File: config.mk
export PLATFORM = sky130hd
export DESIGN_NAME = mccs_ctrl
export DESIGN_NICKNAME = d
export VERILOG_FILES = /design/src/design/mccs_pkg.sv /design/src/design/mccs_ctrl.sv
export SDC_FILE = /design/constraint.sdc
export NUM_CORES = 1
export LEC_CHECK = 0
export ABC_CLOCK_PERIOD_IN_PS = 1530
export BUFFER_PORTS_ARGS = -buffer_cell sky130_fd_sc_hd__buf_2
export CAP_MARGIN = 40
export CORE_AREA = 4 4 41 43
export CTS_CLUSTER_SIZE = 12
export DETAILED_ROUTE_END_ITERATION = 8
export DIE_AREA = 0 0 45 47
export PLACE_DENSITY = 0.59
export SLEW_MARGIN = 20
export SYNTH_ARGS = -nofsm -noshare
export SYNTH_HDL_FRONTEND = slang
export SYNTH_SLANG_ARGS = --single-unit
File: constraint.sdc
create_clock -name i_clk -period 1.53 [get_ports i_clk]
set_input_delay 0.0765 -clock i_clk [delete_from_list [all_inputs] [get_ports i_clk]]
set_output_delay 0.0765 -clock i_clk [all_outputs]
set_load 0.01 [all_outputs]
File: src/design/mccs_pkg.sv
`timescale 1ns / 1ps

package mccs_pkg;

    localparam int MAX_VERTICES = 16;
    localparam int SUBSET_W     = MAX_VERTICES;
    localparam int VIDX_W       = 4;
    localparam int CNT_W        = 5;
    localparam int COST_W       = 5;

    localparam logic [COST_W-1:0] COST_ONE  = COST_W'(1);
    localparam logic [COST_W-1:0] UNBOUNDED = COST_W'(31);

    localparam logic [CNT_W-1:0] VCNT_RESET = CNT_W'(MAX_VERTICES);

    // request kinds carried on tuser
    localparam logic REQ_EDGE  = 1'b0;
    localparam logic REQ_SOLVE = 1'b1;

    typedef enum logic [3:0] {
        S_IDLE,
        S_MARK,
        S_SPLIT_RD,
        S_SPLIT_CHK,
        S_SPLIT_RUN,
        S_SPLIT_DRAIN,
        S_SPLIT_WR,
        S_ANS_RD,
        S_ANS_LD
    } t_state;

    typedef struct packed {
        logic i_init;
        logic i_next;
        logic mark_we;
        logic best_init;
        logic split_issue;
        logic best_wr;
        logic rd_full;
        logic out_load;
    } t_dp_cmd;

    typedef struct packed {
        logic i_is_full;
        logic cost_is_one;
        logic sub_zero;
        logic out_free;
    } t_dp_status;

endpackage

File: src/design/mccs_ctrl.sv
`timescale 1ns / 1ps

module mccs_ctrl (
    input  logic                 i_clk,
    input  logic                 i_rst_n,
    input  logic                 i_solve_start,
    input  mccs_pkg::t_dp_status i_status,
    output logic                 o_in_ready,
    output mccs_pkg::t_dp_cmd    o_cmd
);

    mccs_pkg::t_state r_state;
    mccs_pkg::t_state n_state;

    always_ff @(posedge i_clk) begin
        if (!i_rst_n) begin
            r_state <= mccs_pkg::S_IDLE;
        end else begin
            r_state <= n_state;
        end
    end

    // next state
    always_comb begin
        n_state = r_state;
        case (r_state)
            mccs_pkg::S_IDLE: begin
                if (i_solve_start) n_state = mccs_pkg::S_MARK;
            end
            mccs_pkg::S_MARK: begin
                if (i_status.i_is_full) n_state = mccs_pkg::S_SPLIT_RD;
            end
            mccs_pkg::S_SPLIT_RD: begin
                n_state = mccs_pkg::S_SPLIT_CHK;
            end
            mccs_pkg::S_SPLIT_CHK: begin
                if (!i_status.cost_is_one) begin
                    n_state = mccs_pkg::S_SPLIT_RUN;
                end else if (i_status.i_is_full) begin
                    n_state = mccs_pkg::S_ANS_RD;
                end else begin
                    n_state = mccs_pkg::S_SPLIT_RD;
                end
            end
            mccs_pkg::S_SPLIT_RUN: begin
                if (i_status.sub_zero) n_state = mccs_pkg::S_SPLIT_DRAIN;
            end
            mccs_pkg::S_SPLIT_DRAIN: begin
                n_state = mccs_pkg::S_SPLIT_WR;
            end
            mccs_pkg::S_SPLIT_WR: begin
                n_state = i_status.i_is_full ? mccs_pkg::S_ANS_RD : mccs_pkg::S_SPLIT_RD;
            end
            mccs_pkg::S_ANS_RD: begin
                n_state = mccs_pkg::S_ANS_LD;
            end
            mccs_pkg::S_ANS_LD: begin
                if (i_status.out_free) n_state = mccs_pkg::S_IDLE;
            end
            default: begin
                n_state = mccs_pkg::S_IDLE;
            end
        endcase
    end

    // input side is open only while idle
    assign o_in_ready = (r_state == mccs_pkg::S_IDLE);

    // outputs
    always_comb begin
        o_cmd = '0;
        case (r_state)
            mccs_pkg::S_IDLE: begin
                o_cmd.i_init = i_solve_start;
            end
            mccs_pkg::S_MARK: begin
                o_cmd.mark_we = 1'b1;
                o_cmd.i_init  = i_status.i_is_full;
                o_cmd.i_next  = !i_status.i_is_full;
            end
            mccs_pkg::S_SPLIT_RD: begin
                o_cmd = '0;
            end
            mccs_pkg::S_SPLIT_CHK: begin
                o_cmd.best_init = !i_status.cost_is_one;
                o_cmd.i_next    = i_status.cost_is_one && !i_status.i_is_full;
            end
            mccs_pkg::S_SPLIT_RUN: begin
                o_cmd.split_issue = 1'b1;
            end
            mccs_pkg::S_SPLIT_DRAIN: begin
                o_cmd = '0;
            end
            mccs_pkg::S_SPLIT_WR: begin
                o_cmd.best_wr = 1'b1;
                o_cmd.i_next  = !i_status.i_is_full;
            end
            mccs_pkg::S_ANS_RD: begin
                o_cmd.rd_full = 1'b1;
            end
            mccs_pkg::S_ANS_LD: begin
                o_cmd.rd_full  = 1'b1;
                o_cmd.out_load = i_status.out_free;
            end
            default: begin
                o_cmd = '0;
            end
        endcase
    end

endmodule

After elaboration in Yosys (flattened, before gate mapping). Index checks and enable logic that the tools add are counted. Widths: inputs -> output; s select.

RAM bits: 0. Memories kept: 0. Memory bits (read-only): 0. Flip-flop bits (word level): 4. Word-level logic and storage cells: 35. Latch bits: 0. Output and inout bits: 9.

Bitwise logic cells: 0. Shifts and indexed selects: 0. Muxes and demuxes: 15. Magnitude comparators: 0. $add $sub $neg: 0. Div/mod/pow operators: 0. Multipliers: 0. Eq/ne operators: 12. Reductions and logical operators: 7.

Operator list (count): $pmux 4 s9 (1); $eq 4x3->1 const B (4); $mux 4 (4); $eq 4x2->1 const B (2); $ne 2x2->1 const B (4); $mux 1 (6); $mux 3 (2); $eq 4x1->1 const B (1); $eq 4x4->1 const B (1); $logic_not 4->1 (1); $pmux 1 s2 (2); $reduce_and 4->1 (1); $reduce_or 2->1 (2); $logic_not 1->1 (2); $logic_and 1x1->1 (1).

Logic depth before layout (Yosys ltp). Gate-level depths: netlist (run 1).

Depth in word-level cells: 3. Mapped depth: 4. Gate-level depth less buffers: 3.

Worst setup path before layout (run 1). Ideal clock, no wire load.

Kind: register to register. Start point: register r_state[3]. End point: register r_state[1]. Path buffers: 0. Cell stages (with the launch flop): 3. Path slack: 0.292 ns. Data required time: 1.373 ns. Arrival time: 1.081 ns. Cells stage by stage: dfxtp_1 nor4b_1 a2111oi_0.

Cells in the longest elaborated chain, start to end: 3. Elaborated cells on any way between the ends: 15.

Ends and longest elaborated chain: from (decl) (RTL line mccs_ctrl.sv:12) `mccs_pkg::t_state r_state;`; from (signal assigned) (RTL line mccs_ctrl.sv:17) `r_state <= mccs_pkg::S_IDLE;`; from (signal assigned) (RTL line mccs_ctrl.sv:19) `r_state <= n_state;`; $eq 4x1->1 (tied with other cells) (RTL line mccs_ctrl.sv:26) `case (r_state)`; $ne 2x2->1 (no source line); $reduce_and 4->1 (no source line).

Parallel ways exist; a longest one is shown, timed or not. A chain may end at the register's enable or synchronous reset.

==> flow_summary.json, run 1 <==
{
  "outcome": "complete, no violations",
  "fin_skew_ns": 0.00374,
  "worstPathArrival_ns": 1.38,
  "hold_end": "r_state[3]",
  "min_path_type": "input pin to flop",
  "powerDensity_nw_per_um2": 874,
  "area_growth_pct": 35.8,
  "track_usage_pct": 9.25,
  "whs_ns": 0.0618,
  "mostFrequentLayoutCells": "15 x buf_2, 5 x nand2b_1, 4 x nor3_1, 4 x dfxtp_2",
  "syn_inst": 43,
  "syn_area_per_cell_sq_um": 7.48,
  "rsz0062_at_grt": "no",
  "leakagePower_nw": 0.198,
  "timing.slew.headroom_pct": 72.2,
  "finalHoldViolCount": 0,
  "vdd_ir_drop_max_mv": 0.479,
  "row_count": 13,
  "antenna_left": 0,
  "port_buffers": 15,
  "worst_pin_slew_ns": 0.406,
  "cts_buffer_depth": 2,
  "first_iter_violations": 4,
  "synth_enable_flop_cells": 0,
  "placed_cell_area_sq_um": 409,
  "core_area_sq_um": 1300,
  "hp-start": "i_rst_n",
  "cts_tree": "done",
  "synth-seq-area-share_pct": 24.9,
  "layout-drive-gt1-share_pct": 40.7,
  "fin_crit_sh_pct": 94.9,
  "holdPathStages": 2,
  "clock_sinks": 4,
  "grt_pass1_vias": 323,
  "ys.flop_type": "dfxtp_1",
  "critPathKind": "flop to output port",
  "crit_fanout": 14,
  "max_freq_mhz": 688,
  "ctsHoldBuffers": 0,
  "synth_area_leaders": "dfxtp_1 25%, nand2b_1 9.7%, mux2i_1 6.2%",
  "dpl.hpwl_microns": 642,
  "insertion_delay_ns": 0.23,
  "wl_microns": 842,
  "final.setup.worst_slack_ns": 0.0774,
  "async_flop_share_pct": 0,
  "final_area_sq_um": 437,
  "place.gp.congestion": 0.707,
  "drt_first_pass_iters": 4,
  "drc": 0,
  "cp.required_ns": 1.45,
  "cp-end-kind": "output port",
  "setup_viol_count_final": 0,
  "h-tree-depth": 1,
  "antenna_found_initial": 0,
  "drv_cap": 0,
  "reg.largest.list": "r_state (4)",
  "wl_per_cell_microns": 11.4,
  "vias": 387,
  "yosysWarnings": 0,
  "cp-start-kind": "flop",
  "die_x_microns": 45,
  "nets": 68,
  "die-area_sq_um": 2120,
  "dieHeight_microns": 47,
  "cts-buffers-inserted": 3,
  "cts_root_buf": "clkbuf_4",
  "grt_overflow": 0,
  "cts-resized-gates": 2,
  "path_clk_slew_ns": 0.04,
  "final_common_cell": "buf_2",
  "r2r-end": "r_state[3]",
  "r2r_cells": 3,
  "ff2ff_setup_slack_ns": 0.28,
  "synth_top_area_cell": "dfxtp_1",
  "setup_tns_ns": 0,
  "largest_reg_flops": 4,
  "slew_viol_final": 0,
  "antennaDiodeCount": 0,
  "grt_max_degree": 16,
  "post-cts-setup-buffer-count": 0,
  "synth_top_area_share_pct": 24.9,
  "syn_area_sq_um": 322,
  "grt_pass1_wl_microns": 1430,
  "largest_register": "r_state",
  "viasPerCell": 5.23,
  "finalCriticalPeriod_ns": 1.45,
  "ys_types": 22,
  "cp-startpoint": "r_state[0]",
  "initial_core_util_pct": 24.7,
  "synth_nets": 50,
  "pre_cts_slack_ns": 0.198,
  "ios": 16,
  "regToRegStartpoint": "r_state[0]",
  "ys_seq_elements": 4
}
## cell usage after synthesis, types with 2 or more instances
master    number
o21ai_0        2
nor2_1         2
mux2i_1        2
inv_1          3
nand2b_1       5
a31oi_1        3
a21oi_1        2
nor3_1         4
buf_2          2
nor4_1         3
dfxtp_1        4
## worst max-delay path: stages (launching register included)
cell,delay [ns]
dfxtp_2,0.38
or4b_4,0.54
o21ai_0,0.08
buf_2,0.15
## per-stage QoR
step	power, mW	util [%]	cells
2_1_floorplan	0.209	-	43
3_3_place_gp	0.247	31.4	71
3_5_place_dp	0.248	31.4	71
4_1_cts	0.389	33.4	74
5_1_grt	0.415	33.6	74
6_report	0.382	33.6	74
## layer usage
metal | GRT usage, % | routed length [microns] | share of wire (%) | vias up
met5 | 0 | 0 | 0 | -
met4 | 3.51 | 0 | 0 | 0
met3 | 4.98 | 59 | 7.0 | 0
met2 | 14.1 | 370 | 44 | 14
met1 | 10.9 | 412 | 49 | 178
li1 | - | - | - | 195
## cell families (layout without fill, tap and decap cells)
family / after synthesis / after routing / share of synthesized area, %
compound gates: 11 / 11 / 21.8
mux: 2 / 2 / 6.23
buf+inv: 6 / 22 / 7.78
flops: 4 / 4 / 24.9
simple gates: 20 / 20 / 39.3
## area by class of cell
class,instances,area [sq um]
repair buffers,16,82.6
clock buffers,3,22.5
fillers,151,865
inverters,3,11.3
flip-flops and latches,4,85.1
well taps,15,18.8
multi-input cells,33,216
## worst max-delay path by stage
stage | to | cells after the start | slack [ns]
2_1_floorplan | r_state[1] | 2 | 0.29
3_3_place_gp | r_state[1] | 2 | 0.18
6_report | o_cmd[1] | 3 | 0.08
5_1_grt | o_cmd[1] | 3 | 0.004
4_1_cts | o_cmd[0] | 3 | 0.02
3_5_place_dp | r_state[3] | 3 | 0.20
## power by group
group	switching [mW]	leakage, nW	total [mW]	internal (mW)
clock	0.0464	0.0138	0.134	0.0880
sequential	0.0291	0.0343	0.145	0.116
combinational	0.0491	0.150	0.102	0.0530
total	0.125	0.198	0.382	0.257
No activity file was read; power rests on OpenSTA's default activity.
==> run 2: changes to the inputs <==
Settings changed: CTS_BUF_LIST set to sky130_fd_sc_hd__clkbuf_16.
==> flow_summary.json, run 2 (synthesis results as in run 1) <==
{
  "cp.required_ns": 1.45,
  "drv_cap": 0,
  "finalHoldViolCount": 0,
  "largest_reg_flops": 4,
  "cp_cell_sequence": "or4b_4, o21ai_0, buf_2",
  "dpl.hpwl_microns": 642,
  "outcome": "complete, no violations",
  "grt_max_degree": 16,
  "reg.largest.list": "r_state (4)",
  "wl_met1_microns": 399,
  "powerDensity_nw_per_um2": 1340,
  "largest_register": "r_state",
  "finalPower_mw": 0.654,
  "cp-end-kind": "output port",
  "timing.slew.headroom_pct": 71.4,
  "cts_root_buf": "clkbuf_16",
  "maxUsedRoutingLayer": "met3",
  "worstPathArrival_ns": 1.36,
  "max_stage_delay_ns": 0.56,
  "vias": 387,
  "antenna_found_initial": 0,
  "placed_cell_area_sq_um": 409,
  "initial_core_util_pct": 24.7,
  "antenna_left": 0,
  "leakagePower_nw": 0.221,
  "fin_skew_ns": 0.00462,
  "cts-buffers-inserted": 3,
  "crit_fanout": 7,
  "place.gp.congestion": 0.707,
  "track_usage_pct": 9.41,
  "die_x_microns": 45,
  "whs_ns": 0.0727,
  "mostFrequentLayoutCells": "15 x buf_2, 5 x nand2b_1, 4 x nor3_1",
  "fin_crit_sh_pct": 94.0,
  "wl_microns": 850,
  "port_buffers": 15,
  "dieHeight_microns": 47,
  "layout-drive-gt1-share_pct": 39.0,
  "ctsHoldBuffers": 0,
  "min_path_type": "input pin to flop",
  "wl_met2_microns": 375,
  "area_growth_pct": 51.8,
  "insertion_delay_ns": 0.22,
  "met3_length_microns": 74,
  "wl_per_cell_microns": 11.5,
  "vdd_ir_drop_max_mv": 0.625,
  "die-area_sq_um": 2120,
  "worst_pin_slew_ns": 0.418,
  "clock_sinks": 4,
  "fill_cells": 144,
  "final_core_util_pct": 37.5,
  "antennaDiodeCount": 0,
  "cts_tree": "done",
  "cp_slowest_cell": "or4b_4",
  "max_freq_mhz": 695,
  "grt_pass1_vias": 324,
  "finalCriticalPeriod_ns": 1.44,
  "setup_viol_count_final": 0,
  "final_common_cell": "buf_2",
  "row_count": 13,
  "rsz0062_at_grt": "no",
  "cp-start-kind": "flop",
  "critPathKind": "flop to output port",
  "viasPerCell": 5.23,
  "cts_buffer_depth": 2,
  "slew_viol_final": 0,
  "first_iter_violations": 2,
  "grt_overflow": 0,
  "path_clk_slew_ns": 0.03,
  "grt_pass1_wl_microns": 1440,
  "core_area_sq_um": 1300,
  "drc": 0,
  "h-tree-depth": 1,
  "drt_first_pass_iters": 4,
  "setup_tns_ns": 0,
  "ios": 16,
  "nets": 68,
  "final_area_sq_um": 488
}
-- run 2: worst max-delay path: cells and delay by family, from the launching register on --
family / cells / cell delay (ns)
DFF: 1 / 0.35
and+or+nand+nor: 1 / 0.56
AOI/OAI and AO/OA: 1 / 0.08
buffers and inverters: 1 / 0.15
-- run 2: what timing repair did --
item | 4_1_cts | 5_1_grt
gates resized for setup | 0 | 3
buffers inserted | 0 | 0
endpoints found under the setup margin | 0 | 6
-- run 2: stage by stage --
stage | instances | setup slack [ns]
2_1_floorplan | 43 | 0.292
3_3_place_gp | 71 | 0.184
3_5_place_dp | 71 | 0.198
4_1_cts | 74 | 0.00645
5_1_grt | 74 | 0.0227
6_report | 74 | 0.0915
-- run 2: cell type report --
type | count | area (sq um) | area share [%]
Multi-Input combinational cell | 33 | 216 | 44.4
Sequential cell | 4 | 83.8 | 17.2
Inverter | 3 | 11.3 | 2.31
Clock buffer | 3 | 75.1 | 15.4
Tap cell | 15 | 18.8 | 3.85
Timing Repair Buffer | 16 | 82.6 | 16.9
-- run 2: path summary, 6_finish.rpt --
path | startpoint | endpoint | slack, ns | cells past startpoint
worst max-delay path | r_state[2] | o_cmd[1] | 0.09 | 3
worst max register to register | r_state[2] | r_state[3] | 0.28 | 3
worst min-delay path | i_rst_n | r_state[3] | 0.07 | 2
worst min register to register | r_state[1] | r_state[1] | 0.60 | 2
-- run 2: power breakdown --
group	switching, mW	total [mW]	internal (mW)
sequential	0.0291	0.145	0.116
clock	0.0724	0.406	0.334
combinational	0.0491	0.102	0.0529
-- run 2: metal layers --
layer	GRT usage, %	vias to the layer above
met1	10.9	176
met2	14.7	16
met4	3.51	0
met5	0	-
met3	4.98	0
li1	-	195
==> run 3: changes to the inputs <==
Settings changed: ABC_CLOCK_PERIOD_IN_PS 1530 to 1850.
Clock period 1.53 ns to 1.85 ns, I/O delays scaled along.
==> flow_summary.json, run 3 (synthesis results as in run 1) <==
{
  "fill_cells": 139,
  "insertion_delay_ns": 0.22,
  "nets": 67,
  "drv_cap": 0,
  "dp.cells": 70,
  "antennaDiodeCount": 0,
  "row_count": 13,
  "worstPathArrival_ns": 1.46,
  "cp_cell_sequence": "nand2_1, nor4_1, buf_2",
  "drt_first_pass_iters": 2,
  "wl_per_cell_microns": 11.6,
  "placed_cell_area_sq_um": 402,
  "cp-startpoint": "r_state[1]",
  "max_freq_mhz": 645,
  "cts_root_buf": "clkbuf_16",
  "r2r-end": "r_state[3]",
  "grt_overflow": 0,
  "dpl.hpwl_microns": 658,
  "cts-resized-gates": 0,
  "antenna_left": 0,
  "area_growth_pct": 48.2,
  "setup_tns_ns": 0,
  "cp.required_ns": 1.76,
  "reg.largest.list": "r_state (4)",
  "timing.slew.headroom_pct": 67.6,
  "max_stage_delay_ns": 0.61,
  "path_clk_slew_ns": 0.03,
  "cts-buffers-inserted": 3,
  "grt_pass1_wl_microns": 1350,
  "multi_input_area_sq_um": 216,
  "cp-start-kind": "flop",
  "clock_sinks": 4,
  "cp_top_family": "flip-flops",
  "cp-end-kind": "output port",
  "outcome": "complete, no violations",
  "seqCellArea_sq_um": 80.1,
  "die-area_sq_um": 2120,
  "layout-drive-gt1-share_pct": 32.8,
  "first_iter_violations": 6,
  "leakagePower_nw": 0.214,
  "r2r_cells": 3,
  "viasPerCell": 5.07,
  "track_usage_pct": 8.77,
  "place.gp.congestion": 0.693,
  "cp_slowest_cell": "dfxtp_1",
  "crit_fanout": 15,
  "cts_buffer_depth": 2,
  "cts_tree": "done",
  "final_common_cell": "buf_2",
  "rsz0062_at_grt": "no",
  "core_area_sq_um": 1300,
  "critPathKind": "flop to output port",
  "path_depth": 3,
  "endpoint": "o_cmd[4]",
  "largest_register": "r_state",
  "whs_ns": 0.111,
  "instances_no_fill": 73,
  "post-cts-setup-buffer-count": 0,
  "ctsHoldBuffers": 0,
  "worst-path-buf-inv": 1,
  "finalCriticalPeriod_ns": 1.55,
  "drc": 0,
  "fin_crit_sh_pct": 83.8,
  "dieHeight_microns": 47,
  "powerDensity_nw_per_um2": 1110,
  "h-tree-depth": 1,
  "die_x_microns": 45,
  "worst_pin_slew_ns": 0.485,
  "largest_reg_flops": 4,
  "ios": 16,
  "min_path_type": "input pin to flop",
  "antenna_found_initial": 0,
  "fin_skew_ns": 0.00171,
  "vias": 370,
  "finalHoldViolCount": 0,
  "vdd_ir_drop_max_mv": 0.788,
  "final_area_sq_um": 477,
  "grt_pass1_vias": 330,
  "final_core_util_pct": 36.6,
  "ff2ff_setup_slack_ns": 0.50,
  "slew_viol_final": 0,
  "wl_microns": 850,
  "grt_max_degree": 16,
  "mostFrequentLayoutCells": "15 x buf_2, 5 x nand2b_1, 4 x nor3_1, 4 x dfxtp_1",
  "regToRegStartpoint": "r_state[0]",
  "port_buffers": 15,
  "setup_viol_count_final": 0,
  "initial_core_util_pct": 24.7
}
==> run 3: worst min path at each step <==
stage | cells after the start | endpoint | start | slack [ns]
2_1_floorplan | 1 | r_state[3] | i_rst_n | 0.21
3_3_place_gp | 2 | r_state[3] | i_rst_n | 0.32
3_5_place_dp | 2 | r_state[3] | i_rst_n | 0.32
4_1_cts | 2 | r_state[3] | i_rst_n | 0.11
5_1_grt | 2 | r_state[3] | i_rst_n | 0.12
6_report | 2 | r_state[3] | i_rst_n | 0.11
==> run 3: stage by stage <==
stage	setup WS (ns)	power [mW]
after global routing	0.202	0.557
after detailed placement	0.515	0.204
after CTS	0.307	0.538
final	0.299	0.531
after floorplan	0.612	0.173
after global placement	0.535	0.202
==> run 3: layer usage <==
layer / GRT usage [%] / wire [microns] / part of all wire (%)
met1: 9.79 / 409 / 48
met2: 14.7 / 365 / 43
met3: 4.98 / 75 / 8.8
met4: 1.75 / 0 / 0
met5: 0 / 0 / 0
==> run 3: power breakdown <==
part / internal (mW) / switching, mW / total, mW
combinational: 0.0424 / 0.0390 / 0.0814
clock: 0.275 / 0.0526 / 0.328
sequential: 0.0946 / 0.0268 / 0.121
==> run 3: layout make-up <==
class                           instances  area share [%]
Multi-Input combinational cell         33            45.4
Timing Repair Buffer                   15            15.7
Sequential cell                         4            16.8
Tap cell                               15            3.94
Inverter                                3            2.36
Clock buffer                            3            15.7
==> run 3: worst register-to-register path: stages, from the launching register on <==
cell	delay (ns)
dfxtp_1	0.42
or4b_4	0.57
o22ai_1	0.15
and2_1	0.14
